`src/design/alat_pkg.sv`:
```
// Shared types and constants for the audio level detector with automatic threshold.
// No dependencies; the front end, queue, core and top level import this package.
package alat_pkg;

    // Input operation codes.
    localparam logic OP_TICK = 1'b0;
    localparam logic OP_CALL = 1'b1;

    // Configuration register indexes.
    localparam int CFG_IDX_W  = 3;
    localparam int CFG_DATA_W = 16;
    localparam logic [CFG_IDX_W-1:0] REG_AUTO_GAIN     = 3'd0;
    localparam logic [CFG_IDX_W-1:0] REG_SENSITIVITY   = 3'd1;
    localparam logic [CFG_IDX_W-1:0] REG_THRESHOLD     = 3'd2;
    localparam logic [CFG_IDX_W-1:0] REG_READ_INTERVAL = 3'd3;
    localparam logic [CFG_IDX_W-1:0] REG_GAIN_PERIOD   = 3'd4;

    // Register reset values.
    localparam logic        RST_AUTO_GAIN     = 1'b0;
    localparam logic [3:0]  RST_SENSITIVITY   = 4'd5;
    localparam logic [9:0]  RST_THRESHOLD     = 10'd100;
    localparam logic [7:0]  RST_READ_INTERVAL = 8'd10;
    localparam logic [15:0] RST_GAIN_PERIOD   = 16'd1000;

    // Arithmetic constants.
    localparam logic [11:0] MIDSCALE    = 12'd2048;
    localparam logic [10:0] SENS_SCALE  = 11'd100;
    localparam logic [12:0] RANGE_MIN   = 13'd50;
    localparam logic [12:0] THR_LO      = 13'd50;
    localparam logic [12:0] THR_HI      = 13'd500;
    localparam logic [12:0] TRACK_STEP  = 13'd10;
    localparam logic [12:0] TRACK_MAX   = 13'd8191;
    localparam logic [12:0] FLOOR_RESET = 13'd2048;
    localparam logic [15:0] CNT_MAX     = 16'hFFFF;

    // Classified item as it travels from the front end to the core.
    typedef struct packed {
        logic        is_call;
        logic [11:0] level;
    } alat_item_t;

    // Static configuration seen by the core.
    typedef struct packed {
        logic        auto_gain;
        logic [10:0] sens_factor;
        logic [7:0]  read_interval;
        logic [15:0] gain_period;
    } alat_cfg_t;

    // Load strobe for the working threshold.
    typedef struct packed {
        logic       load;
        logic [9:0] value;
    } alat_thr_load_t;

endpackage

```
`src/design/alat_if.sv`:
```
// Valid/ready channel interfaces for the input items and the result items.
// Depends on nothing.
interface alat_in_if;
    logic        valid;
    logic        ready;
    logic        opcode;
    logic [11:0] adc_sample;

    modport source (output valid, output opcode, output adc_sample, input ready);
    modport sink (input valid, input opcode, input adc_sample, output ready);
endinterface

interface alat_out_if;
    logic        valid;
    logic        ready;
    logic [10:0] scaled_level;
    logic [11:0] raw_level;
    logic [11:0] average_level;
    logic [9:0]  threshold;

    modport source (output valid, output scaled_level, output raw_level,
                    output average_level, output threshold, input ready);
    modport sink (input valid, input scaled_level, input raw_level,
                  input average_level, input threshold, output ready);
    modport mon (input valid, input ready, input scaled_level, input raw_level,
                 input average_level, input threshold);
endinterface

```
`src/design/alat_front.sv`:
```
// Front end: accepts input beats, classifies them and precomputes the sample level.
// Depends on alat_pkg and alat_in_if.
module alat_front (
    input  logic                clk,
    input  logic                rst_n,
    alat_in_if.sink             item,
    output logic                push,
    output alat_pkg::alat_item_t push_item,
    input  logic                full
);
    import alat_pkg::*;

    logic       valid_reg;
    logic       valid_next;
    alat_item_t item_reg;
    logic       accept;
    logic [11:0] level;

    assign item.ready = !valid_reg || !full;
    assign accept     = item.valid && item.ready;
    assign push       = valid_reg && !full;
    assign push_item  = item_reg;

    // Absolute deviation from midscale.
    assign level = (item.adc_sample >= MIDSCALE) ? (item.adc_sample - MIDSCALE)
                                                 : (MIDSCALE - item.adc_sample);

    always_comb
    begin
        valid_next = valid_reg;
        if (accept)
        begin
            valid_next = 1'b1;
        end
        else if (push)
        begin
            valid_next = 1'b0;
        end
    end

    always_ff @(posedge clk or negedge rst_n)
    begin
        if (!rst_n)
        begin
            valid_reg <= 1'b0;
        end
        else
        begin
            valid_reg <= valid_next;
        end
    end

    always_ff @(posedge clk)
    begin
        if (accept)
        begin
            item_reg.is_call <= (item.opcode == OP_CALL);
            item_reg.level   <= level;
        end
    end

endmodule

```
`src/design/alat_queue.sv`:
```
// Two-entry queue that decouples the front end from the core.
// Depends on alat_pkg.
module alat_queue (
    input  logic                 clk,
    input  logic                 rst_n,
    input  logic                 push,
    input  alat_pkg::alat_item_t push_item,
    output logic                 full,
    input  logic                 pop,
    output logic                 head_valid,
    output alat_pkg::alat_item_t head_item
);
    import alat_pkg::*;

    alat_item_t entry_reg [2];
    logic       wr_ptr_reg;
    logic       rd_ptr_reg;
    logic [1:0] count_reg;
    logic [1:0] count_next;

    assign full       = (count_reg == 2'd2);
    assign head_valid = (count_reg != 2'd0);
    assign head_item  = entry_reg[rd_ptr_reg];

    always_comb
    begin
        count_next = count_reg;
        if (push && !pop)
        begin
            count_next = count_reg + 2'd1;
        end
        else if (pop && !push)
        begin
            count_next = count_reg - 2'd1;
        end
    end

    always_ff @(posedge clk or negedge rst_n)
    begin
        if (!rst_n)
        begin
            wr_ptr_reg <= 1'b0;
            rd_ptr_reg <= 1'b0;
            count_reg  <= 2'd0;
        end
        else
        begin
            count_reg <= count_next;
            if (push)
            begin
                wr_ptr_reg <= !wr_ptr_reg;
            end
            if (pop)
            begin
                rd_ptr_reg <= !rd_ptr_reg;
            end
        end
    end

    always_ff @(posedge clk)
    begin
        if (push)
        begin
            entry_reg[wr_ptr_reg] <= push_item;
        end
    end

endmodule

```
`src/design/alat_core.sv`:
```
// Back end: state update (read timing, ring average, min/max tracking) and result register.
// Depends on alat_pkg and alat_out_if.
module alat_core #(
    parameter int AVG_DEPTH = 10
) (
    input  logic                    clk,
    input  logic                    rst_n,
    input  logic                    head_valid,
    input  alat_pkg::alat_item_t    head_item,
    output logic                    pop,
    input  alat_pkg::alat_cfg_t     cfg,
    input  alat_pkg::alat_thr_load_t thr_load,
    alat_out_if.source              result
);
    import alat_pkg::*;

    localparam int PTR_W   = (AVG_DEPTH > 1) ? $clog2(AVG_DEPTH) : 1;
    localparam int SUM_W   = $clog2(2048 * AVG_DEPTH + 1);
    localparam int DIV_SH  = SUM_W + $clog2(AVG_DEPTH);
    localparam int RECIP_W = SUM_W + 2;
    // Rounded-up reciprocal: exact floor division for every sum below 2**SUM_W.
    localparam logic [RECIP_W-1:0] RECIP =
        RECIP_W'(((64'd1 << DIV_SH) + 64'(AVG_DEPTH) - 64'd1) / 64'(AVG_DEPTH));
    localparam logic [PTR_W-1:0] PTR_LAST = PTR_W'(AVG_DEPTH - 1);

    // State registers.
    logic [15:0]      ms_read_reg, ms_read_next;
    logic [15:0]      ms_gain_reg, ms_gain_next;
    logic [11:0]      held_reg, held_next;
    logic [12:0]      floor_reg, floor_next;
    logic [12:0]      ceil_reg, ceil_next;
    logic [9:0]       thr_reg, thr_next;
    logic [PTR_W-1:0] ptr_reg, ptr_next;
    logic [SUM_W-1:0] total_reg, total_next;
    logic [AVG_DEPTH-1:0] filled_reg;
    logic             old_valid_reg;
    logic [11:0]      old_data_reg;
    logic [11:0]      ring_mem [AVG_DEPTH];

    // Stage handshakes.
    logic a_valid_reg, a_valid_next;
    logic out_valid_reg, out_valid_next;
    logic b_ready, b_take, a_ready;

    // Result registers.
    logic [10:0] scaled_reg;
    logic [11:0] raw_reg;
    logic [11:0] avg_reg;
    logic [9:0]  thr_out_reg;

    // Datapath.
    logic        tick, call, new_read, track, gain_due, adapt;
    logic [12:0] held_ext, floor_t, ceil_t, range, thr_sum, thr_clamp;
    logic [13:0] floor_step;
    logic [PTR_W-1:0] ptr_adv;
    logic [11:0] old_level;
    logic [22:0] scaled_prod;
    logic [11:0] scaled_full;
    logic [10:0] cap;
    logic [10:0] scaled_out;
    logic [SUM_W+RECIP_W-1:0] avg_prod;

    assign b_ready = !out_valid_reg || result.ready;
    assign b_take  = a_valid_reg && b_ready;
    assign a_ready = !a_valid_reg || b_ready;
    assign pop     = head_valid && (!head_item.is_call || a_ready);
    assign tick    = pop && !head_item.is_call;
    assign call    = pop && head_item.is_call;

    always_comb
    begin
        new_read  = call && (ms_read_reg > {8'd0, cfg.read_interval});
        held_next = new_read ? head_item.level : held_reg;
        held_ext  = {1'b0, held_next};
        track     = new_read && cfg.auto_gain;
        floor_t   = (track && (held_ext < floor_reg)) ? held_ext : floor_reg;
        ceil_t    = (track && (held_ext > ceil_reg)) ? held_ext : ceil_reg;
        gain_due  = track && (ms_gain_reg > cfg.gain_period);
        range     = ceil_t - floor_t;
        adapt     = gain_due && (ceil_t > floor_t) && (range > RANGE_MIN);
        thr_sum   = floor_t + {1'b0, range[12:1]};
        if (thr_sum < THR_LO)
        begin
            thr_clamp = THR_LO;
        end
        else if (thr_sum > THR_HI)
        begin
            thr_clamp = THR_HI;
        end
        else
        begin
            thr_clamp = thr_sum;
        end
        floor_step = {1'b0, floor_t} + {1'b0, TRACK_STEP};

        floor_next = floor_t;
        ceil_next  = ceil_t;
        if (adapt)
        begin
            floor_next = (floor_step > {1'b0, TRACK_MAX}) ? TRACK_MAX : floor_step[12:0];
            ceil_next  = (ceil_t < TRACK_STEP) ? 13'd0 : (ceil_t - TRACK_STEP);
        end

        thr_next = thr_reg;
        if (thr_load.load)
        begin
            thr_next = thr_load.value;
        end
        else if (adapt)
        begin
            thr_next = thr_clamp[9:0];
        end

        ms_read_next = ms_read_reg;
        ms_gain_next = ms_gain_reg;
        if (tick)
        begin
            if (ms_read_reg != CNT_MAX)
            begin
                ms_read_next = ms_read_reg + 16'd1;
            end
            if (ms_gain_reg != CNT_MAX)
            begin
                ms_gain_next = ms_gain_reg + 16'd1;
            end
        end
        if (new_read)
        begin
            ms_read_next = 16'd0;
        end
        if (gain_due)
        begin
            ms_gain_next = 16'd0;
        end

        // Ring: replace the oldest entry, which was read ahead into old_data_reg.
        old_level  = old_valid_reg ? old_data_reg : 12'd0;
        ptr_adv    = (ptr_reg == PTR_LAST) ? '0 : ptr_reg + PTR_W'(1);
        ptr_next   = call ? ptr_adv : ptr_reg;
        total_next = call ? (total_reg - SUM_W'(old_level) + SUM_W'(held_next)) : total_reg;

        a_valid_next = call ? 1'b1 : (b_take ? 1'b0 : a_valid_reg);
        out_valid_next = b_take ? 1'b1 : (result.ready ? 1'b0 : out_valid_reg);
    end

    // Result stage arithmetic from the registered state.
    always_comb
    begin
        scaled_prod = 23'(held_reg) * 23'(cfg.sens_factor);
        scaled_full = scaled_prod[22:11];
        cap         = {thr_reg, 1'b0};
        scaled_out  = ({1'b0, cap} < scaled_full) ? cap : scaled_full[10:0];
        avg_prod    = (SUM_W+RECIP_W)'(total_reg) * (SUM_W+RECIP_W)'(RECIP);
    end

    always_ff @(posedge clk or negedge rst_n)
    begin
        if (!rst_n)
        begin
            ms_read_reg   <= 16'd0;
            ms_gain_reg   <= 16'd0;
            held_reg      <= 12'd0;
            floor_reg     <= FLOOR_RESET;
            ceil_reg      <= 13'd0;
            thr_reg       <= RST_THRESHOLD;
            ptr_reg       <= '0;
            total_reg     <= '0;
            filled_reg    <= '0;
            old_valid_reg <= 1'b0;
            a_valid_reg   <= 1'b0;
            out_valid_reg <= 1'b0;
        end
        else
        begin
            ms_read_reg   <= ms_read_next;
            ms_gain_reg   <= ms_gain_next;
            held_reg      <= held_next;
            floor_reg     <= floor_next;
            ceil_reg      <= ceil_next;
            thr_reg       <= thr_next;
            ptr_reg       <= ptr_next;
            total_reg     <= total_next;
            if (call)
            begin
                filled_reg[ptr_reg] <= 1'b1;
            end
            old_valid_reg <= filled_reg[ptr_next];
            a_valid_reg   <= a_valid_next;
            out_valid_reg <= out_valid_next;
        end
    end

    always_ff @(posedge clk)
    begin
        if (call)
        begin
            ring_mem[ptr_reg] <= held_next;
        end
        old_data_reg <= ring_mem[ptr_next];
    end

    always_ff @(posedge clk)
    begin
        if (b_take)
        begin
            scaled_reg  <= scaled_out;
            raw_reg     <= held_reg;
            avg_reg     <= avg_prod[DIV_SH +: 12];
            thr_out_reg <= thr_reg;
        end
    end

    assign result.valid         = out_valid_reg;
    assign result.scaled_level  = scaled_reg;
    assign result.raw_level     = raw_reg;
    assign result.average_level = avg_reg;
    assign result.threshold     = thr_out_reg;

endmodule

```
`src/design/audio_level_auto_threshold_unit.sv`:
```
// Audio level detector with moving average and automatic threshold: top level.
// A process call passes through the front-end register, the queue, the core's state and the result register.
// The block takes one item per cycle unless a waiting result stalls process calls; the core updates all state at once.
// Reset (rst_n, asynchronous, active low) restores the control and state registers and marks the ring empty.
// Depends on alat_pkg, alat_if, alat_front, alat_queue and alat_core.
module audio_level_auto_threshold_unit #(
    parameter int AVG_DEPTH = 10
) (
    input  logic                               clk,
    input  logic                               rst_n,
    alat_in_if.sink                            item,
    alat_out_if.source                         result,
    input  logic                               cfg_write,
    input  logic [alat_pkg::CFG_IDX_W-1:0]     cfg_index,
    input  logic [alat_pkg::CFG_DATA_W-1:0]    cfg_data
);
    import alat_pkg::*;

    // The block is split into three parts. The front end takes input beats,
    // decides whether each is a millisecond tick or a process call and works
    // out the sample's deviation from midscale. A two-entry queue sits between
    // it and the core so that a stall on the result side does not at once
    // reach the input, and ticks keep draining even while a result waits.
    // The core holds all of the detector's state and a result register.

    // Configuration registers. The sensitivity is kept pre-multiplied by one
    // hundred, so scaling a level in the core needs only one multiplication.
    logic        auto_gain_reg;
    logic [10:0] sens_factor_reg;
    logic [7:0]  read_interval_reg;
    logic [15:0] gain_period_reg;

    alat_cfg_t      cfg;
    alat_thr_load_t thr_load;

    logic       push, full, pop, head_valid;
    alat_item_t push_item, head_item;

    always_ff @(posedge clk or negedge rst_n)
    begin
        if (!rst_n)
        begin
            auto_gain_reg     <= RST_AUTO_GAIN;
            sens_factor_reg   <= 11'(RST_SENSITIVITY) * SENS_SCALE;
            read_interval_reg <= RST_READ_INTERVAL;
            gain_period_reg   <= RST_GAIN_PERIOD;
        end
        else if (cfg_write)
        begin
            case (cfg_index)
                REG_AUTO_GAIN:     auto_gain_reg     <= cfg_data[0];
                REG_SENSITIVITY:   sens_factor_reg   <= 11'(cfg_data[3:0]) * SENS_SCALE;
                REG_READ_INTERVAL: read_interval_reg <= cfg_data[7:0];
                REG_GAIN_PERIOD:   gain_period_reg   <= cfg_data[15:0];
                default:           ;
            endcase
        end
    end

    // Writing the threshold setting loads the working threshold directly;
    // nothing else reads the setting afterwards.
    assign thr_load.load  = cfg_write && (cfg_index == REG_THRESHOLD);
    assign thr_load.value = cfg_data[9:0];

    assign cfg.auto_gain     = auto_gain_reg;
    assign cfg.sens_factor   = sens_factor_reg;
    assign cfg.read_interval = read_interval_reg;
    assign cfg.gain_period   = gain_period_reg;

    alat_front u_front (
        .clk       (clk),
        .rst_n     (rst_n),
        .item      (item),
        .push      (push),
        .push_item (push_item),
        .full      (full)
    );

    alat_queue u_queue (
        .clk        (clk),
        .rst_n      (rst_n),
        .push       (push),
        .push_item  (push_item),
        .full       (full),
        .pop        (pop),
        .head_valid (head_valid),
        .head_item  (head_item)
    );

    alat_core #(
        .AVG_DEPTH (AVG_DEPTH)
    ) u_core (
        .clk        (clk),
        .rst_n      (rst_n),
        .head_valid (head_valid),
        .head_item  (head_item),
        .pop        (pop),
        .cfg        (cfg),
        .thr_load   (thr_load),
        .result     (result)
    );

endmodule

```
`src/flat_wrapper.sv`:
```
// flat-port wrapper written by rule: the top's interface ports become plain ports
module audio_level_auto_threshold_unit_flat import alat_pkg::*;
#(
    parameter int AVG_DEPTH = 10
)
  (clk, rst_n, cfg_write, cfg_index, cfg_data, item_valid, item_opcode, item_adc_sample, item_ready, result_valid, result_scaled_level, result_raw_level, result_average_level, result_threshold, result_ready);
  alat_in_if item_i ();
  alat_out_if result_i ();
  input  logic clk;
  input  logic rst_n;
  input  logic cfg_write;
  input  logic [alat_pkg::CFG_IDX_W-1:0] cfg_index;
  input  logic [alat_pkg::CFG_DATA_W-1:0] cfg_data;
  input wire logic [$bits(item_i.valid)-1:0] item_valid;
  input wire logic [$bits(item_i.opcode)-1:0] item_opcode;
  input wire logic [$bits(item_i.adc_sample)-1:0] item_adc_sample;
  output wire logic [$bits(item_i.ready)-1:0] item_ready;
  output wire logic [$bits(result_i.valid)-1:0] result_valid;
  output wire logic [$bits(result_i.scaled_level)-1:0] result_scaled_level;
  output wire logic [$bits(result_i.raw_level)-1:0] result_raw_level;
  output wire logic [$bits(result_i.average_level)-1:0] result_average_level;
  output wire logic [$bits(result_i.threshold)-1:0] result_threshold;
  input wire logic [$bits(result_i.ready)-1:0] result_ready;
  assign item_i.valid = item_valid;
  assign item_i.opcode = item_opcode;
  assign item_i.adc_sample = item_adc_sample;
  assign item_ready = item_i.ready;
  assign result_valid = result_i.valid;
  assign result_scaled_level = result_i.scaled_level;
  assign result_raw_level = result_i.raw_level;
  assign result_average_level = result_i.average_level;
  assign result_threshold = result_i.threshold;
  assign result_i.ready = result_ready;
  audio_level_auto_threshold_unit #(.AVG_DEPTH(AVG_DEPTH)) u_core (.clk(clk), .rst_n(rst_n), .item(item_i), .result(result_i), .cfg_write(cfg_write), .cfg_index(cfg_index), .cfg_data(cfg_data));
endmodule
```
`config.mk`:
```
export PLATFORM = sky130hd
export DESIGN_NAME = audio_level_auto_threshold_unit_flat
export DESIGN_NICKNAME = d
export VERILOG_FILES = /design/src/design/alat_pkg.sv /design/src/design/alat_if.sv /design/src/design/alat_front.sv /design/src/design/alat_queue.sv /design/src/design/alat_core.sv /design/src/design/audio_level_auto_threshold_unit.sv /design/src/flat_wrapper.sv
export SDC_FILE = /design/constraint.sdc
export NUM_CORES = 1
export LEC_CHECK = 0
export BUFFER_PORTS_ARGS = -buffer_cell sky130_fd_sc_hd__buf_2
export CAP_MARGIN = 20
export CORE_ASPECT_RATIO = 1.5
export CORE_UTILIZATION = 60
export CTS_CLUSTER_DIAMETER = 150
export CTS_CLUSTER_SIZE = 16
export DETAILED_ROUTE_END_ITERATION = 12
export GPL_TIMING_DRIVEN = 0
export MAX_ROUTING_LAYER = met4
export PLACE_DENSITY = 0.78
export SYNTH_ARGS = -nofsm -noshare
export SYNTH_HDL_FRONTEND = slang
export SYNTH_SLANG_ARGS = --single-unit
```
`constraint.sdc`:
```
create_clock -name clk -period 8.8 [get_ports clk]
set_input_delay 0.44 -clock clk [delete_from_list [all_inputs] [get_ports clk]]
set_output_delay 0.44 -clock clk [all_outputs]
set_load 0.01 [all_outputs]
```
==> run_results.csv <==
group,metric,value,unit
clock_tree,h-tree-depth,1,
sta,timing.final.crit_share,0.952,
hold_path,hp-class,"input pin to flop",
logic_synthesis,synth_area_leader_cell,"edfxtp_1",
critical_path,crit_family,"compound AO/OA/AOI/OAI gates",
finish,drive_gt1_frac,0.126,
sta,fin_crit,8370,ps
logic_synthesis,ys_seq_area_frac,0.404,
die,core-area,0.0412,mm2
clock_tree,cts_buffers,26,
run_status,status,"complete, no violations",
logic_synthesis,synth_edf_count,204,
global_routing,grt_overflow,0,
routing,ant_nets,0,
clock_tree,cts_buffer_depth,3,
routing,first_pass_iters,6,
sta,slew_headroom,0.280,
sta,tightest_slew,1080,ps
die,io_pins,84,
critical_path,critPathMaxFanout,10,
die,start_util,0.610,
global_routing,grt_max_degree,79,
run,maxCapViolations,0,
logic_synthesis,yosys-top-cells-area,"edfxtp_1 (24%), dfrtp_1 (13%), ha_1 (13%)",
hold_path,hold_end,"u_core.gain_period_reg[11]$_DFFE_PN0P_",
logic_synthesis,yosysMostFrequentCell,"inv_1",
logic_synthesis,synth_top_area_frac,0.243,
critical_path,worst-setup-path-type,"flop to flop",
logic_synthesis,yosys_warnings,0,
logic_synthesis,avgSynthCellArea,11.2,um2
global_routing,grt_antenna_before_repair,1,
sta,max_freq,0.119,GHz
critical_path,crit_path_end_kind,"flop",
logic_synthesis,synth_area,0.0252,mm2
finish,largest_reg_flops,120,
critical_path,worstPathArrival,8820,ps
global_routing,grt_pass1_vias,18539,
critical_path,worstRegToRegCells,39,
global_routing,grt_pass1_wl,97.0,mm
finish,final_util,0.665,
critical_path,rrSetupSlack,430,ps
place,place_area,0.0265,mm2
clock_tree,clock_sinks,367,
hold_path,min_path_cells,3,
sta,final_hold_viol_count,0,
logic_synthesis,synth_cell_types,87,
finish,design_area,0.0274,mm2
logic_synthesis,synthArstFlopShare,0.411,
critical_path,worst_path_max_delay_cell,"dfstp_2",
place,gp_routability_congestion,0.961,
critical_path,required,9250,ps
routing,wirelength,61.0,mm
clock_tree,clockRootBuffer,"clkbuf_16",
critical_path,reg2reg_from,"u_core.read_interval_reg[1]$_DFFE_PN1P_",
clock_tree,cts_tree,"done",
routing,wl_per_cell,20.6,um
routing,drt_iter0_drc,1214,
die,die-area,0.0428,mm2
sta,setup_violations,0,
sta,finalClockSkew,28.1,ps
routing,num_vias,17635,
logic_synthesis,netlist_top_cells_count,"inv_1 (279), ha_1 (261), edfxtp_1 (204)",
routing,route.detailed.drc,0,
finish,layout.nets,2819,
clock_tree,worstSkewPairLatency,590,ps
die,rows,91,
critical_path,cp-start-kind,"flop",
logic_synthesis,ys_ff_latch,367,
global_routing,grtUsageTotal,0.305,
finish,fillers,3120,
critical_path,slowest_delay,530,ps
logic_synthesis,syn_inst,2246,
critical_path,timing.rr.end,"u_core.u_core.thr_reg[4]$_DFFE_PN0P_",
critical_path,worst-path-buf-inv,10,
place,dp_hpwl,47.6,mm
clock_tree,clk_pin_slew,80,ps
critical_path,startpoint,"u_core.read_interval_reg[1]$_DFFE_PN1P_",
logic_synthesis,synthesis.nets,2688,
hold_path,worstHoldStart,"cfg_data[11]",
place,portBuffers,83,
routing,avgViaCountPerCell,5.97,
die,die_h,253,um
die,die_w,169,um
finish,layout-area-overhead-vs-synth,8.94,%
sta,drv_slew,0,
logic_synthesis,synth_flop_cell,"edfxtp_1",
## stage by stage
stage / worst slack [ps] / hold WS [ps] / instances / TNS, ps
final: 426 / 61.9 / 2956 / 0
after detailed placement: -581 / 435 / 2902 / -3760
after global placement: -940 / 427 / 2887 / -11440
after global routing: -14.4 / 59.9 / 2956 / -14.4
after floorplan: 1340 / 144 / 2246 / 0
after CTS: 7.83 / 48.9 / 2953 / 0
## per-layer routing
metal / up-vias / part of all wire / global-route usage
li1: 8054 / - / -
met1: 8777 / 0.37 / 0.335
met2: 617 / 0.53 / 0.547
met3: 187 / 0.046 / 0.0263
met4: 0 / 0.058 / 0.162
met5: - / 0 / -
## worst min-delay path, cell delays in order
cell and delay, ps:
buf_2 80, nand2_1 30, o21ai_0 60
## cells by family after synthesis
| family | synth area share |
|---|---|
| muxes | 0.0627 |
| DFF | 0.404 |
| xor gates and xnor gates | 0.0351 |
| buffers and inverters | 0.0549 |
| and+or+nand+nor | 0.113 |
| adders and majority gates | 0.244 |
| AOI/OAI and AO/OA | 0.0854 |
## cell usage in the layout, fill, tap and decap left out, types with 8 or more instances in the layout
cell and count:
a31oi_1 8, buf_4 10, clkbuf_16 26, buf_6 19, and3_1 16, or3_1 16, o31ai_1 11, inv_1 279
or2_2 18, o21ai_0 81, o21a_1 9, nor2_1 123, dfrtp_1 133, mux4_2 26, dfstp_2 18, and2_1 55
nor2b_1 15, a21o_1 21, mux2_2 40, fa_1 144, edfxtp_1 204, xnor2_1 50, mux2i_1 48, ha_1 261
o211ai_1 10, nand3_1 31, dfxtp_1 12, nand2b_1 14, buf_2 93, nor3_1 31, a21oi_1 82, nand2_1 186
o2111ai_1 11, a211oi_1 21, nand4_1 23, clkbuf_1 63, xor2_1 48
## worst max path at each step
| stage | to | slack, ps | cells past startpoint |
|---|---|---|---|
| 6_report | u_core.u_core.thr_reg[4]$_DFFE_PN0P_ | 430 | 39 |
| 3_5_place_dp | u_core.u_core.thr_reg[4]$_DFFE_PN0P_ | -580 | 38 |
| 4_1_cts | u_core.u_core.thr_reg[0]$_DFFE_PN0P_ | 8 | 34 |
| 5_1_grt | u_core.u_core.thr_reg[4]$_DFFE_PN0P_ | -10 | 36 |
| 2_1_floorplan | u_core.u_core.thr_reg[3]$_DFFE_PN0P_ | 1340 | 37 |
| 3_3_place_gp | u_core.u_core.thr_reg[4]$_DFFE_PN0P_ | -940 | 38 |
## timing repair
action / 4_1_cts / 5_1_grt
setup buffers: 2 / 1
endpoints found under the hold margin: 60 / 0
hold buffers: 1 / 0
pin swaps: 1 / 4
resized for setup: 6 / 24
setup endpoints to repair: 9 / 9
## final cells by class
type                            count  area (um2)  share of cell area
Clock buffer                       47         729              0.0266
Multi-Input combinational cell   1531       13800               0.502
Inverter                          279        1050              0.0382
Timing Repair Buffer              103         644              0.0235
Antenna cell                        1        2.50           0.0000913
Buffer                             69         349              0.0127
Tap cell                          558         698              0.0255
Sequential cell                   367       10200               0.371
Clock inverter                      1        16.3            0.000593
Power is left out: the tool's default activity adds up to more than one toggle a clock period on the data nets, which glitch-free logic cannot reach.
